File: src/hw/rtl/icsg_pkg.sv
`timescale 1ns / 1ps
`default_nettype none
// ----------------------------------------------------------------------------
// icsg_pkg
// Shared types and constants of the IR carrier symbol generator.
// ----------------------------------------------------------------------------
package icsg_pkg;

    localparam int HALF_W  = 15;
    localparam int REP_W   = 20;
    localparam int HZ_W    = 20;
    localparam int DUTY_W  = 16;
    localparam int PER_W   = 16;
    localparam int TICKS_W = 16;
    localparam int IDX_W   = 2;
    localparam int CFG_W   = 20;
    localparam int REM_W   = 16;

    localparam logic [IDX_W-1:0] REG_CARRIER_HZ    = 2'd0;
    localparam logic [IDX_W-1:0] REG_DUTY_FRACTION = 2'd1;
    localparam logic [IDX_W-1:0] REG_MARK_HIGH     = 2'd2;

    localparam logic [HZ_W-1:0]   RST_HZ     = 20'd38000;
    localparam logic [DUTY_W-1:0] RST_DUTY   = 16'h8000;
    localparam logic [PER_W-1:0]  RST_PERIOD = 16'd26;
    localparam logic [PER_W-1:0]  RST_HIGH   = 16'd13;
    localparam logic [PER_W-1:0]  RST_LOW    = 16'd13;

    localparam int PER_NUM     = 1000000;
    localparam int MAX_SYMBOLS = 11;
    localparam logic [REP_W-1:0] REP_MAX = 20'hFFFFF;

    localparam logic [1:0] DSEL_PERIOD = 2'd0;
    localparam logic [1:0] DSEL_MARK   = 2'd1;
    localparam logic [1:0] DSEL_RUN    = 2'd2;

    localparam logic [1:0] ESEL_MARK = 2'd0;
    localparam logic [1:0] ESEL_FULL = 2'd1;
    localparam logic [1:0] ESEL_FOLD = 2'd2;
    localparam logic [1:0] ESEL_REM  = 2'd3;

    typedef struct packed {
        logic       div_start;
        logic [1:0] dsel;
        logic       period_load;
        logic       derive_zero;
        logic       derive_mul;
        logic       derive_fin;
        logic       cfg_clear;
        logic       take_item;
        logic       qload;
        logic       emit;
        logic [1:0] esel;
        logic       emit_last;
        logic       dec_full;
    } icsg_cmd_t;

    typedef struct packed {
        logic div_done;
        logic out_free;
        logic carrier;
        logic full_zero;
        logic full_one;
        logic rem_zero;
        logic fold;
        logic cfg_pend;
        logic cfg_we;
        logic hz_zero;
        logic in_valid;
    } icsg_stat_t;

endpackage
`default_nettype wire

File: src/hw/rtl/icsg_if.sv
`timescale 1ns / 1ps
`default_nettype none
// ----------------------------------------------------------------------------
// icsg_if
// Input and output word channels of the IR carrier symbol generator.
// ----------------------------------------------------------------------------
interface icsg_in_if;
    logic        valid;
    logic        ready;
    logic [15:0] duration_ticks;
    logic        frame_last;
    modport source (output valid, output duration_ticks, output frame_last, input ready);
    modport sink (input valid, input duration_ticks, input frame_last, output ready);
endinterface

interface icsg_out_if;
    logic        valid;
    logic        ready;
    logic        first_level;
    logic [14:0] first_time;
    logic        second_level;
    logic [14:0] second_time;
    logic [19:0] rep_count;
    logic        item_end;
    modport source (output valid, output first_level, output first_time,
                    output second_level, output second_time, output rep_count,
                    output item_end, input ready);
    modport sink (input valid, input first_level, input first_time,
                  input second_level, input second_time, input rep_count,
                  input item_end, output ready);
endinterface
`default_nettype wire

File: src/hw/rtl/ir_carrier_symbol_generator.sv
`timescale 1ns / 1ps
`default_nettype none
// ----------------------------------------------------------------------------
// ir_carrier_symbol_generator
// Turns mark/space durations into two-half line symbols with carrier cycles.
//
//   channel  dir  handshake     word
//   in_ch    in   valid/ready   duration_ticks, frame_last
//   out_ch   out  valid/ready   first/second level and time, repeat, item_end
//   cfg      in   cfg_we        cfg_index, cfg_wdata
//
// One item at a time: accept, a setup state that starts the shared restoring
// divider, the divide, its registered done flag, then one symbol per cycle
// while out_ch is not stalled, and a return to idle.
// A config write recomputes the carrier period and its high and low parts;
// in_ch is not ready meanwhile. Reset loads the default carrier.
// A stalled out_ch holds the sequencer at the next symbol.
// ----------------------------------------------------------------------------
module ir_carrier_symbol_generator #(
    parameter int MAX_HALF_US = 32767,
    parameter int TICK_US     = 10
) (
    input  wire logic                        clk,
    input  wire logic                        rst_n,
    icsg_in_if.sink                          in_ch,
    icsg_out_if.source                       out_ch,
    input  wire logic                        cfg_we,
    input  wire logic [icsg_pkg::IDX_W-1:0]  cfg_index,
    input  wire logic [icsg_pkg::CFG_W-1:0]  cfg_wdata
);
    import icsg_pkg::*;

    icsg_cmd_t  cmd;
    icsg_stat_t stat;
    logic       in_ready;

    icsg_ctrl u_ctrl (
        .clk      (clk),
        .rst_n    (rst_n),
        .stat     (stat),
        .cmd      (cmd),
        .in_ready (in_ready)
    );

    icsg_datapath #(
        .MAX_HALF_US (MAX_HALF_US),
        .TICK_US     (TICK_US)
    ) u_dp (
        .clk              (clk),
        .rst_n            (rst_n),
        .cmd              (cmd),
        .stat             (stat),
        .cfg_we           (cfg_we),
        .cfg_index        (cfg_index),
        .cfg_wdata        (cfg_wdata),
        .in_valid         (in_ch.valid),
        .in_ticks         (in_ch.duration_ticks),
        .in_last          (in_ch.frame_last),
        .out_ready        (out_ch.ready),
        .out_valid        (out_ch.valid),
        .out_first_level  (out_ch.first_level),
        .out_first_time   (out_ch.first_time),
        .out_second_level (out_ch.second_level),
        .out_second_time  (out_ch.second_time),
        .out_rep_count    (out_ch.rep_count),
        .out_item_end     (out_ch.item_end)
    );

    assign in_ch.ready = in_ready;

    a_one_item: assert property (@(posedge clk) disable iff (!rst_n)
        (in_ch.valid && in_ch.ready) |=> !in_ch.ready)
        else $error("word accepted while previous one in progress");

    a_cfg_blocks: assert property (@(posedge clk) disable iff (!rst_n)
        cfg_we |=> !in_ch.ready)
        else $error("input ready during carrier recompute");

    a_rep_nonzero: assert property (@(posedge clk) disable iff (!rst_n)
        cmd.emit |=> (out_ch.valid && out_ch.rep_count != '0))
        else $error("emitted word with zero repeat count");
endmodule
`default_nettype wire

File: src/hw/rtl/icsg_div.sv
`timescale 1ns / 1ps
`default_nettype none
// ----------------------------------------------------------------------------
// icsg_div
// Restoring divider, one quotient bit per cycle.
// ----------------------------------------------------------------------------
module icsg_div #(
    parameter int DW = 24,
    parameter int VW = 20
) (
    input  wire logic          clk,
    input  wire logic          rst_n,
    input  wire logic          start,
    input  wire logic [DW-1:0] dividend,
    input  wire logic [VW-1:0] divisor,
    output logic               done,
    output logic [DW-1:0]      quot,
    output logic [VW-1:0]      rem
);
    localparam int CW = $clog2(DW + 1);

    logic          busy_reg, busy_next;
    logic          done_reg, done_next;
    logic [CW-1:0] cnt_reg, cnt_next;
    logic [DW-1:0] q_reg, q_next;
    logic [VW-1:0] r_reg, r_next;
    logic [VW-1:0] d_reg, d_next;
    logic [VW:0]   trial;
    logic          fits;

    assign trial = {r_reg, q_reg[DW-1]};
    assign fits  = trial >= {1'b0, d_reg};

    always_comb
    begin
        busy_next = busy_reg;
        done_next = 1'b0;
        cnt_next  = cnt_reg;
        q_next    = q_reg;
        r_next    = r_reg;
        d_next    = d_reg;
        if (start)
        begin
            busy_next = 1'b1;
            cnt_next  = CW'(DW);
            q_next    = dividend;
            r_next    = '0;
            d_next    = divisor;
        end
        else if (busy_reg)
        begin
            r_next   = fits ? VW'(trial - {1'b0, d_reg}) : trial[VW-1:0];
            q_next   = {q_reg[DW-2:0], fits};
            cnt_next = cnt_reg - CW'(1);
            if (cnt_reg == CW'(1))
            begin
                busy_next = 1'b0;
                done_next = 1'b1;
            end
        end
    end

    always_ff @(posedge clk or negedge rst_n)
    begin
        if (!rst_n)
        begin
            busy_reg <= 1'b0;
            done_reg <= 1'b0;
            cnt_reg  <= '0;
        end
        else
        begin
            busy_reg <= busy_next;
            done_reg <= done_next;
            cnt_reg  <= cnt_next;
        end
    end

    always_ff @(posedge clk)
    begin
        q_reg <= q_next;
        r_reg <= r_next;
        d_reg <= d_next;
    end

    assign done = done_reg;
    assign quot = q_reg;
    assign rem  = r_reg;
endmodule
`default_nettype wire

File: src/hw/rtl/icsg_datapath.sv
`timescale 1ns / 1ps
`default_nettype none
// ----------------------------------------------------------------------------
// icsg_datapath
// Config and derived carrier registers, item registers, divider, output word.
// ----------------------------------------------------------------------------
module icsg_datapath #(
    parameter int MAX_HALF_US = 32767,
    parameter int TICK_US     = 10
) (
    input  wire logic                      clk,
    input  wire logic                      rst_n,
    input  wire icsg_pkg::icsg_cmd_t       cmd,
    output icsg_pkg::icsg_stat_t           stat,
    input  wire logic                      cfg_we,
    input  wire logic [icsg_pkg::IDX_W-1:0] cfg_index,
    input  wire logic [icsg_pkg::CFG_W-1:0] cfg_wdata,
    input  wire logic                      in_valid,
    input  wire logic [icsg_pkg::TICKS_W-1:0] in_ticks,
    input  wire logic                      in_last,
    input  wire logic                      out_ready,
    output logic                           out_valid,
    output logic                           out_first_level,
    output logic [icsg_pkg::HALF_W-1:0]    out_first_time,
    output logic                           out_second_level,
    output logic [icsg_pkg::HALF_W-1:0]    out_second_time,
    output logic [icsg_pkg::REP_W-1:0]     out_rep_count,
    output logic                           out_item_end
);
    import icsg_pkg::*;

    localparam int US_W  = $clog2(65535 * TICK_US + 1);
    localparam int DW    = (US_W + 1 > 21) ? US_W + 1 : 21;
    localparam int SLICE = 2 * MAX_HALF_US;
    localparam logic [PER_W-1:0]  PCAP = PER_W'(SLICE);
    localparam logic [HALF_W-1:0] MAXH = HALF_W'(MAX_HALF_US);

    logic [HZ_W-1:0]   hz_reg;
    logic [DUTY_W-1:0] duty_reg;
    logic              mlh_reg;
    logic              pend_reg;
    logic [PER_W-1:0]  period_reg, high_reg, low_reg;
    logic [32:0]       prod_reg;
    logic              exp_reg;
    logic [US_W-1:0]   us_reg;
    logic              lvl_reg;
    logic              carrier_reg;
    logic [DW-1:0]     full_reg;
    logic [REM_W-1:0]  rem_reg;
    logic              fold_reg;

    logic              ov_reg, fl_reg, sl_reg, end_reg;
    logic [HALF_W-1:0] ft_reg, st_reg;
    logic [REP_W-1:0]  rep_reg;

    logic [DW-1:0]     dvd;
    logic [HZ_W-1:0]   dvs;
    logic              div_done;
    logic [DW-1:0]     quot;
    logic [HZ_W-1:0]   rem;
    logic [16:0]       h_a, h_b;
    logic [DW:0]       need;

    logic              e_fl, e_sl;
    logic [HALF_W-1:0] e_ft, e_st;
    logic [REP_W-1:0]  e_rep;
    logic [DW-1:0]     cyc;

    function automatic logic [HALF_W-1:0] half_sat(input logic [PER_W-1:0] v);
        return (v > PER_W'(MAX_HALF_US)) ? MAXH : v[HALF_W-1:0];
    endfunction

    function automatic logic [REP_W-1:0] rep_sat(input logic [DW-1:0] v);
        return (v > DW'(REP_MAX)) ? REP_MAX : v[REP_W-1:0];
    endfunction

    always_comb
    begin
        unique case (cmd.dsel)
            DSEL_PERIOD:
            begin
                dvd = DW'(PER_NUM) + DW'(hz_reg >> 1);
                dvs = hz_reg;
            end
            DSEL_MARK:
            begin
                dvd = DW'(us_reg) + DW'(period_reg >> 1);
                dvs = HZ_W'(period_reg);
            end
            default:
            begin
                dvd = DW'(us_reg);
                dvs = HZ_W'(SLICE);
            end
        endcase
    end

    icsg_div #(.DW(DW), .VW(HZ_W)) u_div (
        .clk      (clk),
        .rst_n    (rst_n),
        .start    (cmd.div_start),
        .dividend (dvd),
        .divisor  (dvs),
        .done     (div_done),
        .quot     (quot),
        .rem      (rem)
    );

    assign h_a  = (prod_reg[32:16] == 17'd0) ? 17'd1 : prod_reg[32:16];
    assign h_b  = (h_a >= {1'b0, period_reg}) ? ({1'b0, period_reg} - 17'd1) : h_a;
    assign need = {1'b0, quot} + (DW + 1)'(rem != '0);
    assign cyc  = (full_reg == '0) ? DW'(1) : full_reg;

    always_comb
    begin
        e_fl  = lvl_reg;
        e_sl  = lvl_reg;
        e_ft  = MAXH;
        e_st  = MAXH;
        e_rep = REP_W'(1);
        unique case (cmd.esel)
            ESEL_MARK:
            begin
                e_sl  = ~lvl_reg;
                e_ft  = half_sat(high_reg);
                e_st  = half_sat(low_reg);
                e_rep = rep_sat(cyc);
            end
            ESEL_FULL: ;
            ESEL_FOLD: e_rep = rep_sat(full_reg);
            default:
            begin
                if (rem_reg > REM_W'(MAX_HALF_US))
                begin
                    e_st = HALF_W'(rem_reg - REM_W'(MAX_HALF_US));
                end
                else if (rem_reg > REM_W'(1))
                begin
                    e_ft = HALF_W'(rem_reg - (rem_reg >> 1));
                    e_st = HALF_W'(rem_reg >> 1);
                end
                else
                begin
                    e_ft = HALF_W'(1);
                    e_st = HALF_W'(1);
                end
            end
        endcase
    end

    always_ff @(posedge clk or negedge rst_n)
    begin
        if (!rst_n)
        begin
            hz_reg     <= RST_HZ;
            duty_reg   <= RST_DUTY;
            mlh_reg    <= 1'b1;
            pend_reg   <= 1'b0;
            period_reg <= RST_PERIOD;
            high_reg   <= RST_HIGH;
            low_reg    <= RST_LOW;
            exp_reg    <= 1'b0;
            ov_reg     <= 1'b0;
        end
        else
        begin
            if (cfg_we)
            begin
                unique case (cfg_index)
                    REG_CARRIER_HZ:    hz_reg   <= cfg_wdata[HZ_W-1:0];
                    REG_DUTY_FRACTION: duty_reg <= cfg_wdata[DUTY_W-1:0];
                    REG_MARK_HIGH:     mlh_reg  <= cfg_wdata[0];
                    default: ;
                endcase
                pend_reg <= 1'b1;
            end
            else if (cmd.cfg_clear)
            begin
                pend_reg <= 1'b0;
            end
            if (cmd.derive_zero)
            begin
                period_reg <= '0;
                high_reg   <= '0;
                low_reg    <= '0;
            end
            if (cmd.period_load)
            begin
                period_reg <= (quot > DW'(PCAP)) ? PCAP : quot[PER_W-1:0];
            end
            if (cmd.derive_fin)
            begin
                high_reg <= h_b[PER_W-1:0];
                low_reg  <= period_reg - h_b[PER_W-1:0];
            end
            if (cmd.take_item)
            begin
                exp_reg <= in_last ? 1'b0 : ~exp_reg;
            end
            if (cmd.emit)
            begin
                ov_reg <= 1'b1;
            end
            else if (out_ready)
            begin
                ov_reg <= 1'b0;
            end
        end
    end

    always_ff @(posedge clk)
    begin
        if (cmd.derive_mul)
        begin
            prod_reg <= 33'(period_reg) * 33'(duty_reg) + 33'd32768;
        end
        if (cmd.take_item)
        begin
            us_reg      <= US_W'(in_ticks * TICK_US);
            lvl_reg     <= exp_reg ? ~mlh_reg : mlh_reg;
            carrier_reg <= !exp_reg && (period_reg != '0);
        end
        if (cmd.qload)
        begin
            full_reg <= quot;
            rem_reg  <= rem[REM_W-1:0];
            fold_reg <= need > (DW + 1)'(MAX_SYMBOLS);
        end
        else if (cmd.dec_full)
        begin
            full_reg <= fold_reg ? '0 : full_reg - DW'(1);
        end
        if (cmd.emit)
        begin
            fl_reg  <= e_fl;
            ft_reg  <= e_ft;
            sl_reg  <= e_sl;
            st_reg  <= e_st;
            rep_reg <= e_rep;
            end_reg <= cmd.emit_last;
        end
    end

    assign stat.div_done  = div_done;
    assign stat.out_free  = !ov_reg || out_ready;
    assign stat.carrier   = carrier_reg;
    assign stat.full_zero = full_reg == '0;
    assign stat.full_one  = full_reg == DW'(1);
    assign stat.rem_zero  = rem_reg == '0;
    assign stat.fold      = fold_reg;
    assign stat.cfg_pend  = pend_reg;
    assign stat.cfg_we    = cfg_we;
    assign stat.hz_zero   = hz_reg == '0;
    assign stat.in_valid  = in_valid;

    assign out_valid        = ov_reg;
    assign out_first_level  = fl_reg;
    assign out_first_time   = ft_reg;
    assign out_second_level = sl_reg;
    assign out_second_time  = st_reg;
    assign out_rep_count    = rep_reg;
    assign out_item_end     = end_reg;
endmodule
`default_nettype wire

File: src/hw/rtl/icsg_ctrl.sv
`timescale 1ns / 1ps
`default_nettype none
// ----------------------------------------------------------------------------
// icsg_ctrl
// Sequencer: carrier derivation after config writes, per-item divide and emit.
// ----------------------------------------------------------------------------
module icsg_ctrl (
    input  wire logic                 clk,
    input  wire logic                 rst_n,
    input  wire icsg_pkg::icsg_stat_t stat,
    output icsg_pkg::icsg_cmd_t       cmd,
    output logic                      in_ready
);
    import icsg_pkg::*;

    localparam logic [2:0] S_IDLE  = 3'd0;
    localparam logic [2:0] S_DDIV  = 3'd1;
    localparam logic [2:0] S_DMUL  = 3'd2;
    localparam logic [2:0] S_DFIN  = 3'd3;
    localparam logic [2:0] S_START = 3'd4;
    localparam logic [2:0] S_IDIV  = 3'd5;
    localparam logic [2:0] S_MARK  = 3'd6;
    localparam logic [2:0] S_RUN   = 3'd7;

    logic [2:0] state_reg, state_next;
    logic       last;

    assign in_ready = (state_reg == S_IDLE) && !stat.cfg_pend && !stat.cfg_we;
    assign last     = (stat.fold || stat.full_one) && stat.rem_zero;

    always_comb
    begin
        cmd        = '0;
        cmd.dsel   = DSEL_PERIOD;
        cmd.esel   = ESEL_MARK;
        state_next = state_reg;
        unique case (state_reg)
            S_IDLE:
            begin
                if (stat.cfg_pend)
                begin
                    cmd.cfg_clear = 1'b1;
                    if (stat.hz_zero)
                    begin
                        cmd.derive_zero = 1'b1;
                    end
                    else
                    begin
                        cmd.div_start = 1'b1;
                        state_next    = S_DDIV;
                    end
                end
                else if (in_ready && stat.in_valid)
                begin
                    cmd.take_item = 1'b1;
                    state_next    = S_START;
                end
            end
            S_DDIV:
            begin
                if (stat.div_done)
                begin
                    cmd.period_load = 1'b1;
                    state_next      = S_DMUL;
                end
            end
            S_DMUL:
            begin
                cmd.derive_mul = 1'b1;
                state_next     = S_DFIN;
            end
            S_DFIN:
            begin
                cmd.derive_fin = 1'b1;
                state_next     = S_IDLE;
            end
            S_START:
            begin
                cmd.div_start = 1'b1;
                cmd.dsel      = stat.carrier ? DSEL_MARK : DSEL_RUN;
                state_next    = S_IDIV;
            end
            S_IDIV:
            begin
                if (stat.div_done)
                begin
                    cmd.qload  = 1'b1;
                    state_next = stat.carrier ? S_MARK : S_RUN;
                end
            end
            S_MARK:
            begin
                if (stat.out_free)
                begin
                    cmd.emit      = 1'b1;
                    cmd.esel      = ESEL_MARK;
                    cmd.emit_last = 1'b1;
                    state_next    = S_IDLE;
                end
            end
            default:
            begin
                if (!stat.full_zero)
                begin
                    if (stat.out_free)
                    begin
                        cmd.emit      = 1'b1;
                        cmd.esel      = stat.fold ? ESEL_FOLD : ESEL_FULL;
                        cmd.emit_last = last;
                        cmd.dec_full  = 1'b1;
                        if (last)
                        begin
                            state_next = S_IDLE;
                        end
                    end
                end
                else if (!stat.rem_zero)
                begin
                    if (stat.out_free)
                    begin
                        cmd.emit      = 1'b1;
                        cmd.esel      = ESEL_REM;
                        cmd.emit_last = 1'b1;
                        state_next    = S_IDLE;
                    end
                end
                else
                begin
                    state_next = S_IDLE;
                end
            end
        endcase
    end

    always_ff @(posedge clk or negedge rst_n)
    begin
        if (!rst_n)
        begin
            state_reg <= S_IDLE;
        end
        else
        begin
            state_reg <= state_next;
        end
    end
endmodule
`default_nettype wire

File: src/flat_wrapper.sv
// flat-port wrapper written by rule: the top's interface ports become plain ports
module ir_carrier_symbol_generator_flat import icsg_pkg::*;
#(
    parameter int MAX_HALF_US = 32767,
    parameter int TICK_US     = 10
)
  (clk, rst_n, cfg_we, cfg_index, cfg_wdata, in_ch_valid, in_ch_duration_ticks, in_ch_frame_last, in_ch_ready, out_ch_valid, out_ch_first_level, out_ch_first_time, out_ch_second_level, out_ch_second_time, out_ch_rep_count, out_ch_item_end, out_ch_ready);
  icsg_in_if in_ch_i ();
  icsg_out_if out_ch_i ();
  input  wire logic clk;
  input  wire logic rst_n;
  input  wire logic cfg_we;
  input  wire logic [icsg_pkg::IDX_W-1:0] cfg_index;
  input  wire logic [icsg_pkg::CFG_W-1:0] cfg_wdata;
  input wire logic [$bits(in_ch_i.valid)-1:0] in_ch_valid;
  input wire logic [$bits(in_ch_i.duration_ticks)-1:0] in_ch_duration_ticks;
  input wire logic [$bits(in_ch_i.frame_last)-1:0] in_ch_frame_last;
  output wire logic [$bits(in_ch_i.ready)-1:0] in_ch_ready;
  output wire logic [$bits(out_ch_i.valid)-1:0] out_ch_valid;
  output wire logic [$bits(out_ch_i.first_level)-1:0] out_ch_first_level;
  output wire logic [$bits(out_ch_i.first_time)-1:0] out_ch_first_time;
  output wire logic [$bits(out_ch_i.second_level)-1:0] out_ch_second_level;
  output wire logic [$bits(out_ch_i.second_time)-1:0] out_ch_second_time;
  output wire logic [$bits(out_ch_i.rep_count)-1:0] out_ch_rep_count;
  output wire logic [$bits(out_ch_i.item_end)-1:0] out_ch_item_end;
  input wire logic [$bits(out_ch_i.ready)-1:0] out_ch_ready;
  assign in_ch_i.valid = in_ch_valid;
  assign in_ch_i.duration_ticks = in_ch_duration_ticks;
  assign in_ch_i.frame_last = in_ch_frame_last;
  assign in_ch_ready = in_ch_i.ready;
  assign out_ch_valid = out_ch_i.valid;
  assign out_ch_first_level = out_ch_i.first_level;
  assign out_ch_first_time = out_ch_i.first_time;
  assign out_ch_second_level = out_ch_i.second_level;
  assign out_ch_second_time = out_ch_i.second_time;
  assign out_ch_rep_count = out_ch_i.rep_count;
  assign out_ch_item_end = out_ch_i.item_end;
  assign out_ch_i.ready = out_ch_ready;
  ir_carrier_symbol_generator #(.MAX_HALF_US(MAX_HALF_US), .TICK_US(TICK_US)) u_core (.clk(clk), .rst_n(rst_n), .in_ch(in_ch_i), .out_ch(out_ch_i), .cfg_we(cfg_we), .cfg_index(cfg_index), .cfg_wdata(cfg_wdata));
endmodule
File: config.mk
export PLATFORM = sky130hd
export DESIGN_NAME = ir_carrier_symbol_generator_flat
export DESIGN_NICKNAME = d
export VERILOG_FILES = /design/src/hw/rtl/icsg_pkg.sv /design/src/hw/rtl/icsg_if.sv /design/src/hw/rtl/ir_carrier_symbol_generator.sv /design/src/hw/rtl/icsg_div.sv /design/src/hw/rtl/icsg_datapath.sv /design/src/hw/rtl/icsg_ctrl.sv /design/src/flat_wrapper.sv
export SDC_FILE = /design/constraint.sdc
export NUM_CORES = 1
export LEC_CHECK = 0
export ABC_AREA = 0
export BUFFER_PORTS_ARGS = -buffer_cell sky130_fd_sc_hd__buf_2
export CORE_AREA = 2 2 206 208
export CTS_BUF_LIST = sky130_fd_sc_hd__clkbuf_8
export DETAILED_ROUTE_END_ITERATION = 16
export DIE_AREA = 0 0 208 210
export PLACE_DENSITY = 0.91
export REMOVE_ABC_BUFFERS = 1
export SLEW_MARGIN = 20
export SYNTH_ARGS = -nofsm -noshare
export SYNTH_HDL_FRONTEND = slang
export SYNTH_HIERARCHICAL = 1
export SYNTH_SLANG_ARGS = --single-unit
File: constraint.sdc
create_clock -name clk -period 7.6 [get_ports clk]
set_input_delay 1.52 -clock clk [delete_from_list [all_inputs] [get_ports clk]]
set_output_delay 1.52 -clock clk [all_outputs]
set_load 0.1 [all_outputs]
=== After elaboration in Yosys (flattened, before gate mapping) ===
Cells that the tools add are included.

* Bitwise operators: 3
* Multipliers: 2
* Mux-type cells: 80
* Magnitude comparators: 10
* Eq/ne operators: 17
* Add/sub/neg operators: 11
* Reduce and logical (&&, ||, !) cells: 36

{| class="wikitable"
|+ Operators by type and width
! kind !! number
|-
| 2-to-1 mux 21 bit || 6
|-
| 2-to-1 mux 16 bit || 6
|-
| 2-to-1 mux 15 bit || 6
|-
| one-hot mux 20 bit (2 select lines) || 2
|-
| 2-to-1 mux 20 bit || 3
|-
| one-hot mux 15 bit (2 select lines) || 2
|-
| > comparator 16 x 15 -> 1 bit (second input constant) || 3
|-
| > comparator 21 x 20 -> 1 bit (second input constant) || 2
|-
| one-hot mux 21 bit (2 select lines) || 1
|-
| adder 32 x 16 -> 33 bit (second input constant) || 1
|-
| multiplier 16 x 16 -> 32 bit || 1
|-
| 2-to-1 mux 3 bit || 10
|-
| 2-to-1 mux 1 bit || 29
|-
| adder 21 x 1 -> 22 bit || 1
|-
| > comparator 22 x 4 -> 1 bit (second input constant) || 1
|-
| adder 20 x 15 -> 21 bit || 1
|-
| adder 20 x 19 -> 21 bit (first input constant) || 1
|-
| == test 21 x 1 -> 1 bit (second input constant) || 1
|-
| >= comparator 21 x 20 -> 1 bit || 1
|-
| > comparator 21 x 16 -> 1 bit (second input constant) || 1
|-
| logical NOT 21 bit || 1
|-
| one-hot mux 3 bit (7 select lines) || 1
|-
| subtractor 21 x 1 -> 21 bit (second input constant) || 1
|-
| logical NOT 20 bit || 1
|-
| 41 further kinds || 76
|}

* Logic and storage cells: 188
* Output and inout port bits: 55
* Register bits: 304
* Input port bits: 44

=== Depth between registers and ports, before layout ===
* Depth after elaboration: 9
* Mapped depth: 23

=== By module ===
Netlist, hierarchy kept.

{| class="wikitable"
|+ Modules (own cells, without submodules)
! module !! times used !! cells an instance !! area each (µm²)
|-
| icsg_datapath || 1 || 2435 || 22663.0
|-
| icsg_div || 1 || 375 || 3956.3
|-
| icsg_ctrl || 1 || 59 || 414.1
|}

=== Worst setup path after synthesis ===
No wires, ideal clock.

* Kind: flip-flop to flip-flop
* Start: register u_core.u_dp.period_reg[4]
* End: register u_core.u_dp.prod_reg[32], data pin
* Data required time: 7331 ps
* Arrival: 6189 ps
* Period minus slack after synthesis: 6458 ps
* Path slack: 1142 ps
* Stages on the path, launching flop included: 22
* Buffers on the path: 2
* Library setup time: 269 ps
* Cells stage by stage: dfstp_2 -> clkbuf_1 -> clkbuf_1 -> nand2_1 -> fa_1 -> inv_1 -> fa_1 -> fa_1 -> fa_1 -> fa_1 -> inv_1 -> fa_1 -> inv_1 -> ha_1 -> and3_1 -> nor2b_1 -> a22oi_1 -> nand3_1 -> o311ai_1 -> o211ai_1 -> a2111oi_0 -> nor3_1

* Cells in the longest elaborated chain, start to end: 2

{| class="wikitable"
|+ RTL lines
! item !! line !! RTL
|-
| start, declared || icsg_datapath.sv:42 || <nowiki>logic [PER_W-1:0] period_reg, high_reg, low_reg;</nowiki>
|-
| start signal, assigned || icsg_datapath.sv:189 || <nowiki>period_reg <= (quot > DW'(PCAP)) ? PCAP : quot[PER_W-1:0];</nowiki>
|-
| multiplier 16 x 16 -> 32 bit || icsg_datapath.sv:215 || <nowiki>prod_reg <= 33'(period_reg) * 33'(duty_reg) + 33'd32768;</nowiki>
|-
| adder 32 x 16 -> 33 bit || icsg_datapath.sv:215 ||
|-
| end signal, assigned || icsg_datapath.sv:215 ||
|-
| end, declared || icsg_datapath.sv:43 || <nowiki>logic [32:0] prod_reg;</nowiki>
|}

No other way between the ends.
A chain may end at the register's enable or synchronous reset.

=== Worst setup path in the final report ===
* Start: register u_core.u_dp.period_reg[5]
* End: register u_core.u_dp.prod_reg[32], data pin

The elaborated chain is that of the path after synthesis.

==> impl_metrics.env <==
export IMPL_antenna_found_initial=0
export IMPL_hold_depth=2
export IMPL_port_buffers=98
export IMPL_setup_viol=0
export IMPL_max_vdd_ir_drop_mv=0.3801
export IMPL_vias=21993
export IMPL_clock_path_buffers=3
export IMPL_ys_flop_type="edfxtp_1"
export IMPL_cts_resized=0
export IMPL_yosys_top_cells_count="inv_1, nand2_1, ha_1"
export IMPL_overflow=0
export IMPL_worst_setup_path_end_kind="flop"
export IMPL_synth_edf_count=170
export IMPL_place_gp_congestion=0.9537
export IMPL_arrival_ns=7.31
export IMPL_dp_cells=3393
export IMPL_dieArea_mm2=0.04368
export IMPL_drive_gt1_share_pct=11.10
export IMPL_critPathKind="reg -> reg"
export IMPL_drt_first_pass_iters=6
export IMPL_grt_use_met3_pct=5.632
export IMPL_post_drt_wl_per_cell_um=20.55
export IMPL_setup_tns_ns=0
export IMPL_worst_pin_slew_ns=0.9374
export IMPL_hold_viol=0
export IMPL_rsz0062_at_grt="false"
export IMPL_cp_start_kind="flop"
export IMPL_post_synth_top_count_cell="inv_1"
export IMPL_synth_top_cell_by_area="edfxtp_1"
export IMPL_synth_top_area_share_pct=18.88
export IMPL_finalClockSkew_ns=0.02186
export IMPL_ctsHoldBuffers=0
export IMPL_synth_async_reset_ratio_pct=34.03
export IMPL_grt_util_met1_pct=42.55
export IMPL_syn_area_per_cell_um2=9.423
export IMPL_period_needed_ns=6.990
export IMPL_grt_pass1_wl_um=115300
export IMPL_status="finished clean"
export IMPL_io_pin_count=99
export IMPL_leakagePower_uw=0.01325
export IMPL_grt_busiest_layer="met2"
export IMPL_hp_class="reg -> reg"
export IMPL_root_buffer="clkbuf_8"
export IMPL_start_util_pct=65.18
export IMPL_drt_iter0_drc=2472
export IMPL_synth_cell_types=91
export IMPL_finalPower_uw=12520
export IMPL_vias_per_cell=6.313
export IMPL_p_per_area_mw_per_mm2=431.6
export IMPL_drv_slew=0
export IMPL_ys_seq_area_share_pct=29.51
export IMPL_die_w_um=208
export IMPL_h_tree_depth=2
export IMPL_slew_headroom_pct=36.93
export IMPL_cp_required_ns=7.92
export IMPL_grt_pass1_vias=22154
export IMPL_synthTopCellsByArea="edfxtp_1, fa_1, ha_1, dfrtp_1, inv_1"
export IMPL_synthCells=2869
export IMPL_dp_hpwl_um=54640
export IMPL_fp_dieH_um=210
export IMPL_layoutNonFillerInstCount=3484
export IMPL_synth_area_mm2=0.02703
export IMPL_ys_ff_latch=288
export IMPL_r2r_cells=19
export IMPL_antenna_left=0
export IMPL_grt_usage_pct=32.94
export IMPL_clk_pin_slew_ns=0.06
export IMPL_cts_buffers=49
export IMPL_grt_util_met2_pct=54.47
export IMPL_grt_max_degree=84
export IMPL_fp_coreArea_mm2=0.04148
export IMPL_post_cts_setup_buffers=0
export IMPL_fin_nets=3411
export IMPL_max_freq_mhz=143.1
export IMPL_crit_path_max_fanout=17
export IMPL_clkLatencyLatePin_ns=0.61
export IMPL_yosysWarnings=6
export IMPL_cts_tree="done"
export IMPL_routed_wl_um=71610
export IMPL_num_rows=75
export IMPL_max_cap_violations=0
export IMPL_drc=0
export IMPL_diodes=0
export IMPL_clock_sinks=288
export IMPL_fin_crit_sh_pct=91.97
export IMPL_area_growth_syn_to_layout_pct=7.281
cell type report:
| type | instances | area [µm²] |
|---|---|---|
| Multi-Input combinational cell | 2092 | 17230 |
| Fill cell | 2976 | 12480 |
| Sequential cell | 288 | 7979 |
| Inverter | 337 | 1265 |
| Timing Repair Buffer | 137 | 789.5 |
| Clock buffer | 57 | 784.5 |
| Tap cell | 539 | 674.4 |
| Clock inverter | 34 | 284.0 |
cell usage in the layout, fill, tap and decap left out, types with 13 or more instances in the layout:
cell,netlist,layout
a211oi_1,24,24
nand2_1,295,295
nor4_1,24,23
nor3_1,41,38
and3_1,16,16
a31oi_1,26,26
a21oi_1,114,113
xnor2_1,90,90
o21ai_0,139,138
clkbuf_8,0,57
dfrtp_1,81,81
dfxtp_1,20,20
inv_1,337,352
o21a_1,14,14
fa_1,199,199
nor2b_1,13,13
and2_1,133,133
nand4_1,30,30
nand2b_1,43,42
buf_4,7,39
buf_2,7,97
ha_1,263,263
o22ai_1,16,16
a21o_1,26,26
edfxtp_1,170,170
mux2_2,56,56
nor2_1,193,189
mux2i_1,47,47
o22a_1,15,15
a22oi_1,15,15
dfstp_2,17,17
nand3_1,40,40
xor2_1,36,36
logic make-up after synthesis:
logic type | count (synthesis) | share of synthesized area [%]
XOR/XNOR | 126 | 4.082
adder cells (fa/ha/maj) | 462 | 26.91
AND/OR/NAND/NOR | 890 | 16.12
buffers and inverters | 489 | 6.947
AO/OA/AOI/OAI | 511 | 12.36
multiplexers | 103 | 4.073
flip-flops | 288 | 29.51
final timing paths:
| path | slack, ns | startpoint | to |
|---|---|---|---|
| max in group asynchronous | 5.68 | rst_n | u_core/u_dp/period_reg[2] |
| setup reg to reg | 0.61 | u_core/u_dp/period_reg[5] | u_core/u_dp/prod_reg[32] |
| setup / recovery | 0.61 | u_core/u_dp/period_reg[5] | u_core/u_dp/prod_reg[32] |
| min in group asynchronous | 0.78 | rst_n | u_core/u_ctrl/state_reg[1] |
| hold / removal | 0.49 | u_core/u_dp/high_reg[2] | u_core/u_dp/high_reg[2] |
| hold reg to reg | 0.49 | u_core/u_dp/high_reg[2] | u_core/u_dp/high_reg[2] |
worst max-delay path, cell delays in order, from the launching register on:
cell,delay (ns)
dfrtp_1,0.76
nand2_1,0.20
fa_1,0.58
inv_1,0.05
fa_1,0.48
fa_1,0.56
fa_1,0.53
fa_1,0.55
inv_1,0.06
fa_1,0.52
inv_1,0.05
ha_1,0.34
and3_1,0.22
nor2b_1,0.15
a22oi_1,0.16
nand3_1,0.23
o311ai_1,0.42
o211ai_1,0.24
a2111oi_0,0.52
nor3_1,0.11
power by group:
part	switching, µW	internal (µW)	leakage (µW)	total [µW]
Sequential	644	2300	0.00293	2950
Combinational	4870	3170	0.00971	8030
Clock	679	856	0.000603	1530
Total	6190	6330	0.0132	12500
layer usage:
metal	vias up	wire length, µm
li1	9852	-
met1	10578	27000
met2	1317	33860
met3	246	7167
met4	0	3575
met5	-	0
metrics by stage:
stage | worst slack (ns) | hold WS, ns | util (%) | area [µm²]
after global placement | 0.9826 | 0.4625 | 67.32 | 27920
final | 0.6100 | 0.4864 | 69.92 | 29000
after CTS | 0.7566 | 0.4907 | 69.90 | 28990
after detailed placement | 0.7801 | 0.4776 | 67.32 | 27920
after global routing | 0.4112 | 0.5061 | 69.92 | 29000
after floorplan | 1.253 | 0.4473 | - | 26420
(Power assumes the default switching activity.)
